$ cat src/rtl/assert_macros.svh
// ----------------------------------------------------------------------------
// assert_macros.svh
// Assertion shorthands. Each expects clk and rst_n in scope.
// ----------------------------------------------------------------------------
`ifndef ASSERT_MACROS_SVH
`define ASSERT_MACROS_SVH

// Same-cycle implication
`define ASSERT_IMPLIES(label, ante, cons, msg) \
    label: assert property (@(posedge clk) disable iff (!rst_n) (ante) |-> (cons)) \
        else $error(msg);

// Next-cycle implication
`define ASSERT_NEXT(label, ante, cons, msg) \
    label: assert property (@(posedge clk) disable iff (!rst_n) (ante) |=> (cons)) \
        else $error(msg);

`endif

$ cat src/rtl/lmps_pkg.sv
// ----------------------------------------------------------------------------
// lmps_pkg
// Shared constants and controller/datapath handshake types for the
// local minimum probe search.
// ----------------------------------------------------------------------------
package lmps_pkg;

    localparam int MAX_LENGTH_DEF = 4096;
    localparam int VALUE_BITS_DEF = 32;

    // result kind codes
    localparam logic KIND_PROBE  = 1'b0;
    localparam logic KIND_ANSWER = 1'b1;

    // input command codes
    localparam logic CMD_START = 1'b0;
    localparam logic CMD_REPLY = 1'b1;

    // result position select
    localparam logic [1:0] RES_LQ     = 2'd0;
    localparam logic [1:0] RES_UQ     = 2'd1;
    localparam logic [1:0] RES_ANSWER = 2'd2;

    typedef struct packed {
        logic       start;         // load a fresh triple, result probes middle
        logic       cap_mid;       // middle value from reply
        logic       cap_lq;        // lower quarter value from reply
        logic       cap_up;        // upper quarter value from reply
        logic       set_lq;        // latch lower quarter position
        logic       lq_from_left;  // lower quarter coincides with left end
        logic       set_uq;        // latch upper quarter position
        logic       up_from_right; // upper quarter coincides with right end
        logic       go_lower;      // right <= mid, mid <= lower quarter
        logic       go_upper;      // left <= mid, mid <= upper quarter
        logic       go_outer;      // left <= lower quarter, right <= upper quarter
        logic       res_load;
        logic [1:0] res_sel;
        logic       res_kind;
        logic       out_load;
    } lmps_ctrl_t;

    typedef struct packed {
        logic narrow;      // interval too small to split
        logic lq_is_left;
        logic lq_le_mid;
        logic uq_is_right;
        logic up_le_mid;
        logic out_free;
    } lmps_stat_t;

endpackage

$ cat src/rtl/lmps_if.sv
// ----------------------------------------------------------------------------
// lmps_if
// Valid/ready channels of the local minimum probe search.
// ----------------------------------------------------------------------------
interface lmps_cmd_if #(
    parameter int VALUE_BITS = lmps_pkg::VALUE_BITS_DEF
);
    logic                         valid;
    logic                         ready;
    logic                         command;
    logic signed [VALUE_BITS-1:0] value;

    modport source (output valid, output command, output value, input ready);
    modport sink   (input valid, input command, input value, output ready);
endinterface

interface lmps_res_if #(
    parameter int MAX_LENGTH = lmps_pkg::MAX_LENGTH_DEF
);
    localparam int POS_BITS = $clog2(MAX_LENGTH + 1);

    logic                valid;
    logic                ready;
    logic                kind;
    logic [POS_BITS-1:0] position;

    modport source (output valid, output kind, output position, input ready);
    modport sink   (input valid, input kind, input position, output ready);
endinterface

interface lmps_cfg_if #(
    parameter int MAX_LENGTH = lmps_pkg::MAX_LENGTH_DEF
);
    localparam int POS_BITS = $clog2(MAX_LENGTH + 1);

    logic                valid;
    logic                ready;
    logic [POS_BITS-1:0] seq_length;

    modport source (output valid, output seq_length, input ready);
    modport sink   (input valid, input seq_length, output ready);
endinterface

$ cat src/rtl/lmps_ctrl.sv
// ----------------------------------------------------------------------------
// lmps_ctrl
// Search sequencer: tracks which reply is expected and steps the datapath
// through the narrowing rounds until a probe or an answer is ready.
// ----------------------------------------------------------------------------
`include "assert_macros.svh"

module lmps_ctrl (
    input  logic                clk,
    input  logic                rst_n,
    input  logic                in_valid,
    input  logic                in_command,
    output logic                in_ready,
    input  lmps_pkg::lmps_stat_t stat,
    output lmps_pkg::lmps_ctrl_t ctrl
);
    import lmps_pkg::*;

    localparam logic [2:0] S_IDLE  = 3'd0;
    localparam logic [2:0] S_ROUND = 3'd1;
    localparam logic [2:0] S_ST1   = 3'd2;
    localparam logic [2:0] S_ST2   = 3'd3;
    localparam logic [2:0] S_EMIT  = 3'd4;

    localparam logic [1:0] PH_IDLE = 2'd0;
    localparam logic [1:0] PH_MID  = 2'd1;
    localparam logic [1:0] PH_LQ   = 2'd2;
    localparam logic [1:0] PH_UQ   = 2'd3;

    logic [2:0] state_reg, state_next;
    logic [1:0] phase_reg, phase_next;
    logic       in_fire;

    assign in_ready = (state_reg == S_IDLE);
    assign in_fire  = in_valid && in_ready;

    always_comb
    begin
        ctrl       = '0;
        state_next = state_reg;
        phase_next = phase_reg;
        case (state_reg)
            S_IDLE:
            begin
                if (in_fire)
                begin
                    if (in_command == CMD_START)
                    begin
                        ctrl.start = 1'b1;
                        phase_next = PH_MID;
                        state_next = S_EMIT;
                    end
                    else
                    begin
                        case (phase_reg)
                            PH_MID:
                            begin
                                ctrl.cap_mid = 1'b1;
                                state_next   = S_ROUND;
                            end
                            PH_LQ:
                            begin
                                ctrl.cap_lq = 1'b1;
                                state_next  = S_ST1;
                            end
                            PH_UQ:
                            begin
                                ctrl.cap_up = 1'b1;
                                state_next  = S_ST2;
                            end
                            default:
                            begin
                                // reply with no search running: dropped
                            end
                        endcase
                    end
                end
            end
            S_ROUND:
            begin
                if (stat.narrow)
                begin
                    ctrl.res_load = 1'b1;
                    ctrl.res_sel  = RES_ANSWER;
                    ctrl.res_kind = KIND_ANSWER;
                    phase_next    = PH_IDLE;
                    state_next    = S_EMIT;
                end
                else
                begin
                    ctrl.set_lq = 1'b1;
                    if (stat.lq_is_left)
                    begin
                        ctrl.lq_from_left = 1'b1;
                        state_next        = S_ST1;
                    end
                    else
                    begin
                        ctrl.res_load = 1'b1;
                        ctrl.res_sel  = RES_LQ;
                        ctrl.res_kind = KIND_PROBE;
                        phase_next    = PH_LQ;
                        state_next    = S_EMIT;
                    end
                end
            end
            S_ST1:
            begin
                if (stat.lq_le_mid)
                begin
                    ctrl.go_lower = 1'b1;
                    state_next    = S_ROUND;
                end
                else
                begin
                    ctrl.set_uq = 1'b1;
                    if (stat.uq_is_right)
                    begin
                        ctrl.up_from_right = 1'b1;
                        state_next         = S_ST2;
                    end
                    else
                    begin
                        ctrl.res_load = 1'b1;
                        ctrl.res_sel  = RES_UQ;
                        ctrl.res_kind = KIND_PROBE;
                        phase_next    = PH_UQ;
                        state_next    = S_EMIT;
                    end
                end
            end
            S_ST2:
            begin
                if (stat.up_le_mid)
                begin
                    ctrl.go_upper = 1'b1;
                end
                else
                begin
                    ctrl.go_outer = 1'b1;
                end
                state_next = S_ROUND;
            end
            S_EMIT:
            begin
                if (stat.out_free)
                begin
                    ctrl.out_load = 1'b1;
                    state_next    = S_IDLE;
                end
            end
            default:
            begin
                state_next = S_IDLE;
            end
        endcase
    end

    always_ff @(posedge clk or negedge rst_n)
    begin
        if (!rst_n)
        begin
            state_reg <= S_IDLE;
            phase_reg <= PH_IDLE;
        end
        else
        begin
            state_reg <= state_next;
            phase_reg <= phase_next;
        end
    end

    `ASSERT_NEXT(a_idle_reply_dropped, in_fire && (in_command == CMD_REPLY) && (phase_reg == PH_IDLE), state_reg == S_IDLE, "reply while idle started work")
    `ASSERT_NEXT(a_start_probes_mid, in_fire && (in_command == CMD_START), (state_reg == S_EMIT) && (phase_reg == PH_MID), "start did not queue middle probe")
    `ASSERT_NEXT(a_answer_ends_search, (state_reg == S_ROUND) && stat.narrow, (state_reg == S_EMIT) && (phase_reg == PH_IDLE), "answer did not end search")
    `ASSERT_NEXT(a_emit_waits, (state_reg == S_EMIT) && !stat.out_free, state_reg == S_EMIT, "result dropped while output busy")

endmodule

$ cat src/rtl/lmps_dp.sv
// ----------------------------------------------------------------------------
// lmps_dp
// Search datapath: the left/middle/right triple, quarter points, value
// comparisons, answer selection and the output register.
// ----------------------------------------------------------------------------
`include "assert_macros.svh"

module lmps_dp #(
    parameter  int MAX_LENGTH = lmps_pkg::MAX_LENGTH_DEF,
    parameter  int VALUE_BITS = lmps_pkg::VALUE_BITS_DEF,
    localparam int POS_BITS   = $clog2(MAX_LENGTH + 1)
) (
    input  logic                         clk,
    input  logic                         rst_n,
    input  logic                         cfg_valid,
    input  logic [POS_BITS-1:0]          cfg_seq_length,
    input  logic signed [VALUE_BITS-1:0] in_value,
    input  lmps_pkg::lmps_ctrl_t         ctrl,
    output lmps_pkg::lmps_stat_t         stat,
    input  logic                         out_ready,
    output logic                         out_valid,
    output logic                         out_kind,
    output logic [POS_BITS-1:0]          out_position
);
    import lmps_pkg::*;

    localparam logic signed [VALUE_BITS-1:0] VAL_MAX = {1'b0, {(VALUE_BITS-1){1'b1}}};
    localparam logic [POS_BITS-1:0] POS_ONE   = POS_BITS'(1);
    localparam logic [POS_BITS-1:0] POS_THREE = POS_BITS'(3);
    localparam logic [POS_BITS-1:0] POS_MAX   = POS_BITS'(MAX_LENGTH);

    logic [POS_BITS-1:0]          seq_length_reg;
    logic [POS_BITS-1:0]          left_pos_reg, mid_pos_reg, right_pos_reg;
    logic [POS_BITS-1:0]          lq_pos_reg, uq_pos_reg;
    logic signed [VALUE_BITS-1:0] left_val_reg, mid_val_reg, right_val_reg;
    logic signed [VALUE_BITS-1:0] lq_val_reg, up_val_reg;
    logic                         res_kind_reg;
    logic [POS_BITS-1:0]          res_pos_reg;
    logic                         out_valid_reg, out_kind_reg;
    logic [POS_BITS-1:0]          out_pos_reg;

    logic [POS_BITS-1:0] len_clamped;
    logic [POS_BITS:0]   start_sum;
    logic [POS_BITS-1:0] start_mid;
    logic [POS_BITS:0]   lq_sum, uq_sum;
    logic [POS_BITS-1:0] lq_half, uq_half, lq_calc, uq_calc;
    logic [POS_BITS-1:0] span;
    logic [POS_BITS-1:0] answer_pos;
    logic [POS_BITS-1:0] res_pos_sel;
    logic                out_free;

    // start: clamp length, middle of [1, n]
    always_comb
    begin
        if (seq_length_reg < POS_THREE)
        begin
            len_clamped = POS_THREE;
        end
        else if (seq_length_reg > POS_MAX)
        begin
            len_clamped = POS_MAX;
        end
        else
        begin
            len_clamped = seq_length_reg;
        end
    end

    assign start_sum = {1'b0, len_clamped} + (POS_BITS+1)'(1);
    assign start_mid = start_sum[POS_BITS:1];

    // quarter points, pushed off the middle when the halving lands on it
    assign lq_sum  = {1'b0, left_pos_reg} + {1'b0, mid_pos_reg};
    assign lq_half = lq_sum[POS_BITS:1];
    assign lq_calc = (lq_half == mid_pos_reg) ? (mid_pos_reg - POS_ONE) : lq_half;
    assign uq_sum  = {1'b0, mid_pos_reg} + {1'b0, right_pos_reg};
    assign uq_half = uq_sum[POS_BITS:1];
    assign uq_calc = (uq_half == mid_pos_reg) ? (mid_pos_reg + POS_ONE) : uq_half;

    assign span = right_pos_reg - left_pos_reg;

    // final pick; a tie with the middle keeps the middle, a left/right tie picks left
    always_comb
    begin
        if ((mid_val_reg < left_val_reg) && (mid_val_reg < right_val_reg))
        begin
            answer_pos = mid_pos_reg;
        end
        else if (left_val_reg < mid_val_reg)
        begin
            answer_pos = left_pos_reg;
        end
        else if (right_val_reg < mid_val_reg)
        begin
            answer_pos = right_pos_reg;
        end
        else
        begin
            answer_pos = mid_pos_reg;
        end
    end

    always_comb
    begin
        case (ctrl.res_sel)
            RES_LQ:     res_pos_sel = lq_calc;
            RES_UQ:     res_pos_sel = uq_calc;
            RES_ANSWER: res_pos_sel = answer_pos;
            default:    res_pos_sel = answer_pos;
        endcase
    end

    assign out_free = !out_valid_reg || out_ready;

    assign stat.narrow      = (right_pos_reg < left_pos_reg) || (span < POS_THREE);
    assign stat.lq_is_left  = (lq_calc == left_pos_reg);
    assign stat.lq_le_mid   = (lq_val_reg <= mid_val_reg);
    assign stat.uq_is_right = (uq_calc == right_pos_reg);
    assign stat.up_le_mid   = (up_val_reg <= mid_val_reg);
    assign stat.out_free    = out_free;

    always_ff @(posedge clk or negedge rst_n)
    begin
        if (!rst_n)
        begin
            seq_length_reg <= POS_THREE;
            left_pos_reg   <= POS_ONE;
            mid_pos_reg    <= '0;
            right_pos_reg  <= '0;
            lq_pos_reg     <= '0;
            uq_pos_reg     <= '0;
            left_val_reg   <= VAL_MAX;
            mid_val_reg    <= '0;
            right_val_reg  <= VAL_MAX;
            lq_val_reg     <= '0;
            up_val_reg     <= '0;
            out_valid_reg  <= 1'b0;
        end
        else
        begin
            if (cfg_valid)
            begin
                seq_length_reg <= cfg_seq_length;
            end

            if (ctrl.start)
            begin
                left_pos_reg  <= POS_ONE;
                right_pos_reg <= len_clamped;
                mid_pos_reg   <= start_mid;
                left_val_reg  <= VAL_MAX;
                right_val_reg <= VAL_MAX;
            end
            if (ctrl.cap_mid)
            begin
                mid_val_reg <= in_value;
            end
            if (ctrl.cap_lq)
            begin
                lq_val_reg <= in_value;
            end
            if (ctrl.cap_up)
            begin
                up_val_reg <= in_value;
            end
            if (ctrl.set_lq)
            begin
                lq_pos_reg <= lq_calc;
                if (ctrl.lq_from_left)
                begin
                    lq_val_reg <= left_val_reg;
                end
            end
            if (ctrl.set_uq)
            begin
                uq_pos_reg <= uq_calc;
                if (ctrl.up_from_right)
                begin
                    up_val_reg <= right_val_reg;
                end
            end
            if (ctrl.go_lower)
            begin
                right_pos_reg <= mid_pos_reg;
                right_val_reg <= mid_val_reg;
                mid_pos_reg   <= lq_pos_reg;
                mid_val_reg   <= lq_val_reg;
            end
            if (ctrl.go_upper)
            begin
                left_pos_reg <= mid_pos_reg;
                left_val_reg <= mid_val_reg;
                mid_pos_reg  <= uq_pos_reg;
                mid_val_reg  <= up_val_reg;
            end
            if (ctrl.go_outer)
            begin
                left_pos_reg  <= lq_pos_reg;
                left_val_reg  <= lq_val_reg;
                right_pos_reg <= uq_pos_reg;
                right_val_reg <= up_val_reg;
            end

            if (ctrl.out_load)
            begin
                out_valid_reg <= 1'b1;
            end
            else if (out_ready)
            begin
                out_valid_reg <= 1'b0;
            end
        end
    end

    // result and output payload
    always_ff @(posedge clk)
    begin
        if (ctrl.start)
        begin
            res_kind_reg <= KIND_PROBE;
            res_pos_reg  <= start_mid;
        end
        else if (ctrl.res_load)
        begin
            res_kind_reg <= ctrl.res_kind;
            res_pos_reg  <= res_pos_sel;
        end
        if (ctrl.out_load)
        begin
            out_kind_reg <= res_kind_reg;
            out_pos_reg  <= res_pos_reg;
        end
    end

    assign out_valid    = out_valid_reg;
    assign out_kind     = out_kind_reg;
    assign out_position = out_pos_reg;

    `ASSERT_IMPLIES(a_out_pos_nonzero, out_valid_reg, out_pos_reg != '0, "result position is zero")
    `ASSERT_IMPLIES(a_load_when_free, ctrl.out_load, out_free, "output overwritten before transfer")
    `ASSERT_NEXT(a_answer_from_triple, ctrl.res_load && (ctrl.res_sel == RES_ANSWER), (res_pos_reg == $past(left_pos_reg)) || (res_pos_reg == $past(mid_pos_reg)) || (res_pos_reg == $past(right_pos_reg)), "answer not from triple")

endmodule

$ cat src/rtl/local_minimum_probe_search.sv
// ----------------------------------------------------------------------------
// local_minimum_probe_search
// Start: the middle position is the first probe, sent when the output is free.
// Reply: sequencer steps through round check, lower and upper quarter states
// until the next probe or the answer is loaded, then waits for a free output.
// A new item is taken the cycle after the result enters the output register.
// rst_n (async, active low) idles the search; length register resets to 3.
// ----------------------------------------------------------------------------
module local_minimum_probe_search #(
    parameter int MAX_LENGTH = lmps_pkg::MAX_LENGTH_DEF,
    parameter int VALUE_BITS = lmps_pkg::VALUE_BITS_DEF
) (
    input logic        clk,
    input logic        rst_n,
    lmps_cmd_if.sink   cmd,
    lmps_res_if.source res,
    lmps_cfg_if.sink   cfg
);
    import lmps_pkg::*;

    lmps_ctrl_t ctrl;
    lmps_stat_t stat;
    logic       in_ready;

    assign cmd.ready = in_ready;
    assign cfg.ready = 1'b1;

    lmps_ctrl u_ctrl (
        .clk        (clk),
        .rst_n      (rst_n),
        .in_valid   (cmd.valid),
        .in_command (cmd.command),
        .in_ready   (in_ready),
        .stat       (stat),
        .ctrl       (ctrl)
    );

    lmps_dp #(
        .MAX_LENGTH (MAX_LENGTH),
        .VALUE_BITS (VALUE_BITS)
    ) u_dp (
        .clk            (clk),
        .rst_n          (rst_n),
        .cfg_valid      (cfg.valid),
        .cfg_seq_length (cfg.seq_length),
        .in_value       (cmd.value),
        .ctrl           (ctrl),
        .stat           (stat),
        .out_ready      (res.ready),
        .out_valid      (res.valid),
        .out_kind       (res.kind),
        .out_position   (res.position)
    );

endmodule
$ cat src/flat_wrapper.sv
// flat-port wrapper written by rule: the top's interface ports become plain ports
module local_minimum_probe_search_flat import lmps_pkg::*;
#(
    parameter int MAX_LENGTH = lmps_pkg::MAX_LENGTH_DEF,
    parameter int VALUE_BITS = lmps_pkg::VALUE_BITS_DEF
)
  (clk, rst_n, cmd_valid, cmd_command, cmd_value, cmd_ready, res_valid, res_kind, res_position, res_ready, cfg_valid, cfg_seq_length, cfg_ready);
  lmps_cmd_if #(.VALUE_BITS(VALUE_BITS)) cmd_i ();
  lmps_res_if #(.MAX_LENGTH(MAX_LENGTH)) res_i ();
  lmps_cfg_if #(.MAX_LENGTH(MAX_LENGTH)) cfg_i ();
  input logic clk;
  input logic rst_n;
  input wire logic [$bits(cmd_i.valid)-1:0] cmd_valid;
  input wire logic [$bits(cmd_i.command)-1:0] cmd_command;
  input wire logic [$bits(cmd_i.value)-1:0] cmd_value;
  output wire logic [$bits(cmd_i.ready)-1:0] cmd_ready;
  output wire logic [$bits(res_i.valid)-1:0] res_valid;
  output wire logic [$bits(res_i.kind)-1:0] res_kind;
  output wire logic [$bits(res_i.position)-1:0] res_position;
  input wire logic [$bits(res_i.ready)-1:0] res_ready;
  input wire logic [$bits(cfg_i.valid)-1:0] cfg_valid;
  input wire logic [$bits(cfg_i.seq_length)-1:0] cfg_seq_length;
  output wire logic [$bits(cfg_i.ready)-1:0] cfg_ready;
  assign cmd_i.valid = cmd_valid;
  assign cmd_i.command = cmd_command;
  assign cmd_i.value = cmd_value;
  assign cmd_ready = cmd_i.ready;
  assign res_valid = res_i.valid;
  assign res_kind = res_i.kind;
  assign res_position = res_i.position;
  assign res_i.ready = res_ready;
  assign cfg_i.valid = cfg_valid;
  assign cfg_i.seq_length = cfg_seq_length;
  assign cfg_ready = cfg_i.ready;
  local_minimum_probe_search #(.MAX_LENGTH(MAX_LENGTH), .VALUE_BITS(VALUE_BITS)) u_core (.clk(clk), .rst_n(rst_n), .cmd(cmd_i), .res(res_i), .cfg(cfg_i));
endmodule
$ cat config.mk
export PLATFORM = sky130hd
export DESIGN_NAME = local_minimum_probe_search_flat
export DESIGN_NICKNAME = d
export VERILOG_FILES = /design/src/rtl/lmps_pkg.sv /design/src/rtl/lmps_if.sv /design/src/rtl/lmps_ctrl.sv /design/src/rtl/lmps_dp.sv /design/src/rtl/local_minimum_probe_search.sv /design/src/flat_wrapper.sv
export VERILOG_INCLUDE_DIRS = /design/src /design/src/rtl
export SDC_FILE = /design/constraint.sdc
export NUM_CORES = 1
export LEC_CHECK = 0
export ABC_AREA = 1
export BUFFER_PORTS_ARGS = -buffer_cell sky130_fd_sc_hd__buf_2
export CORE_MARGIN = 2
export CORE_UTILIZATION = 30
export CTS_BUF_LIST = sky130_fd_sc_hd__clkbuf_4
export DETAILED_ROUTE_END_ITERATION = 8
export HOLD_SLACK_MARGIN = 0.03
export PLACE_DENSITY = 0.56
export SYNTH_ARGS = -nofsm -noshare
export SYNTH_HDL_FRONTEND = slang
export SYNTH_SLANG_ARGS = --single-unit
$ cat constraint.sdc
create_clock -name clk -period 11.5 [get_ports clk]
set_clock_uncertainty 0.1 [all_clocks]
set_input_delay 2.875 -clock clk [delete_from_list [all_inputs] [get_ports clk]]
set_output_delay 2.875 -clock clk [all_outputs]
set_load 0.05 [all_outputs]
==> results_dict.tcl <==
set metrics [dict create \
    yosysUniqueCellTypes 54 \
    fp.dieH_um 269 \
    pwr_density_cell_nw_per_um2 284 \
    seqCellArea_um2 7020 \
    areaGrowthSynthToFinish_pct 10.5 \
    ctsLongestPathBuffers 3 \
    post_layout_nonfiller_instances 4008 \
    netlist_top_cells_area "dfrtp_1 (21%), nand2_1 (15%), ha_1 (10%), dfstp_2 (8.1%), inv_1 (6.6%)" \
    cp.required_ns 12.05 \
    final_util_pct 33.4 \
    finalCritPeriodShare_pct 58.6 \
    syn_nets 3178 \
    critical_path_peak_fanout 44 \
    wire_length_of_the_first_global_routing_pass_mm 113 \
    multiInputGateArea_um2 12000 \
    clock_transition_at_path_regs_ns 0.06 \
    vdd_drop_max_mv 0.119 \
    cts_root_buf "clkbuf_4" \
    die_w_um 269 \
    grt_max_degree 161 \
    synth_area_leader_cell "dfrtp_1" \
    max_cap_viol_count 0 \
    endpoint_kind "flip-flop" \
    numnets_final 3226 \
    grt_setup_unrepaired "false" \
    vias 20300 \
    antenna_found_initial 3 \
    synth.avg_cell_area_um2 7.12 \
    post-route-worst-setup-slack_ns 4.76 \
    synth_seq_cells 272 \
    grt_pass1_vias 19600 \
    synth_async_sr_flop_share_pct 89.7 \
    total_power_uw 6590 \
    report.final.hold_viol_count 0 \
    placement.io_buffers 66 \
    final.min_clock_period_ns 6.74 \
    syn_inst 2953 \
    post_cts_resize_count 0 \
    setup_viol 0 \
    floorplan.die_area_um2 72200 \
    worst-slew-pin-transition_ns 1.13 \
    p_leak_uw 0.0113 \
    dp_cells 3859 \
    fmax_mhz 148 \
    ys.warnings.count 0 \
    drt-vias-per-instance 5.07 \
    postRouteWirelength_mm 72.3 \
    clkSinkCount 272 \
    drv_slew 0 \
    final.fill_count 7687 \
    outcome "finished, final reports clean" \
    drive_gt1_share_pct 13.2 \
    fp-row-count 97 \
    slew_headroom_pct 24.5 \
    clock_latency_ns 0.80 \
    detailed_place_hpwl_mm 51.3 \
    criticalPathCategory "in -> reg" \
    globalRoute.totalOverflow 0 \
    synth_largest_type_area_fraction_pct 21.3 \
    number_of_buffers_created_by_cts 80 \
    crit_arrival_ns 7.29 \
    drt_pass1_iterations 9 \
    drc 0 \
    boundaryPins 68 \
    place_ws_ns 4.01 \
    postSynth.topFlopCell "dfrtp_1" \
    grt_util_all_layers_pct 20.2 \
    globalplace.congestion 0.954 \
    tritoncts_clock_tree "yes" \
    holdBufCountCts 0 \
    most_frequent_standard_cell_in_the_layout_excluding_fill_and_tap_cells "nand2_1" \
    most-common-layout-cells "nand2_1 (860), inv_1 (371), nand3_1 (251)" \
    startpoint_class "input pin" \
    syn-cell-area_um2 21000 \
    cts-htree-levels 3 \
    ys_seq_area_share_pct 33.4 \
    dr.first_iter.drc_count 1963 \
    initial_util_pct 30.2 \
    post_cts.repair.setup_buffers 0 \
    post_drt_wl_per_cell_um 18.0 \
    antenna_violating_nets_post_route 0 \
    core_area_um2 69700 \
    synth_edf_count 27 \
    min_path_type "reg -> reg" \
    fin_setup_tns_ns 0 \
]
[stage by stage]
stage / instance area [um2] / hold WS [ns]
6_report: 23200 / 0.310
5_1_grt: 23200 / 0.322
4_1_cts: 23200 / 0.311
3_5_place_dp: 22200 / 0.305
3_3_place_gp: 22200 / 0.304
2_1_floorplan: 21000 / 0.300
[power by group]
| part | internal (uW) | switching, uW |
|---|---|---|
| registers | 1420 | 355 |
| clock network | 530 | 465 |
| logic | 1230 | 2590 |
| total | 3180 | 3410 |
[metal layers]
| metal | vias up | track usage, % | share of wire (%) | wire length (um) |
|---|---|---|---|---|
| met4 | 0 | 9.02 | 4.1 | 2940 |
| met2 | 698 | 33.6 | 47 | 33800 |
| li1 | 9909 | - | - | - |
| met3 | 168 | 2.43 | 6.3 | 4530 |
| met1 | 9532 | 26.4 | 43 | 31100 |
| met5 | - | 0 | 0 | 0 |
[cells by family after synthesis]
kind of cell / Yosys count / share of synthesized area, %
compound gates: 576 / 16.0
xor+xnor: 41 / 1.71
fa+ha+maj: 174 / 10.5
buf+inv: 507 / 9.77
flops: 272 / 33.4
mux: 1 / 0.0535
other cells: 1 / 0.0178
simple gates: 1381 / 28.6
[final timing paths]
| check | start | end | slack, ns | depth (start not counted) |
|---|---|---|---|---|
| max in group asynchronous | rst_n | u_core.u_dp.uq_pos_reg[4]$_DFFE_PN0P_ | 7.93 | 2 |
| min reg2reg | u_core.u_dp.res_pos_reg[3]$_DFFE_PP_ | u_core.u_dp.out_position[3]$_DFFE_PP_ | 0.31 | 0 |
| min in group asynchronous | rst_n | u_core.u_dp.lq_val_reg[11]$_DFF_PN0_ | 1.99 | 1 |
| min | u_core.u_dp.res_pos_reg[3]$_DFFE_PP_ | u_core.u_dp.out_position[3]$_DFFE_PP_ | 0.31 | 0 |
| max reg2reg | u_core.u_dp.mid_pos_reg[0]$_DFFE_PN0P_ | u_core.u_dp.lq_val_reg[24]$_DFF_PN0_ | 5.54 | 25 |
| max | cmd_valid | u_core.u_dp.right_pos_reg[3]$_DFFE_PN0P_ | 4.76 | 12 |
[Yosys cell counts (5+ instances only)]
master and count:
buf_1 6, a211oi_1 5, nor3_1 20, o21ai_2 37, a21o_1 5, o221ai_1 19, inv_2 8, o21ai_1 17
a21oi_1 148, nand2_2 16, xnor2_1 7, edfxtp_1 27, nor2_2 7, nand2_1 864, inv_1 372, o22ai_1 21
dfstp_2 65, o211ai_1 44, or2_2 6, nand4_1 47, buf_2 13, nand3b_1 15, nand3_2 16, nor2_1 115
clkinv_1 6, buf_6 11, xor2_1 34, clkbuf_1 83, o21a_1 21, ha_1 171, nor4_1 7, dfrtp_1 179
a21oi_2 10, nand3_1 253, o21ai_0 238
[layout make-up]
class / instances / share of cell area (%)
tap: 940 / 5.06
clock buffer: 122 / 3.94
multi-input combinational: 2174 / 51.6
timing repair buffer: 86 / 2.16
clock inverter: 25 / 0.705
inverter: 387 / 6.27
sequential: 272 / 30.2
antenna: 2 / 0.0215
[worst max-delay path, stage by stage]
cell	delay (ns)
buf_2	0.10
inv_1	0.04
nor2_1	0.09
inv_1	0.11
nor2_1	0.84
clkinv_1	0.84
nand2_1	0.47
inv_1	0.30
nand2_2	0.78
inv_1	0.57
nand2_1	0.17
nand3b_1	0.08
(Power assumes the default switching activity.)
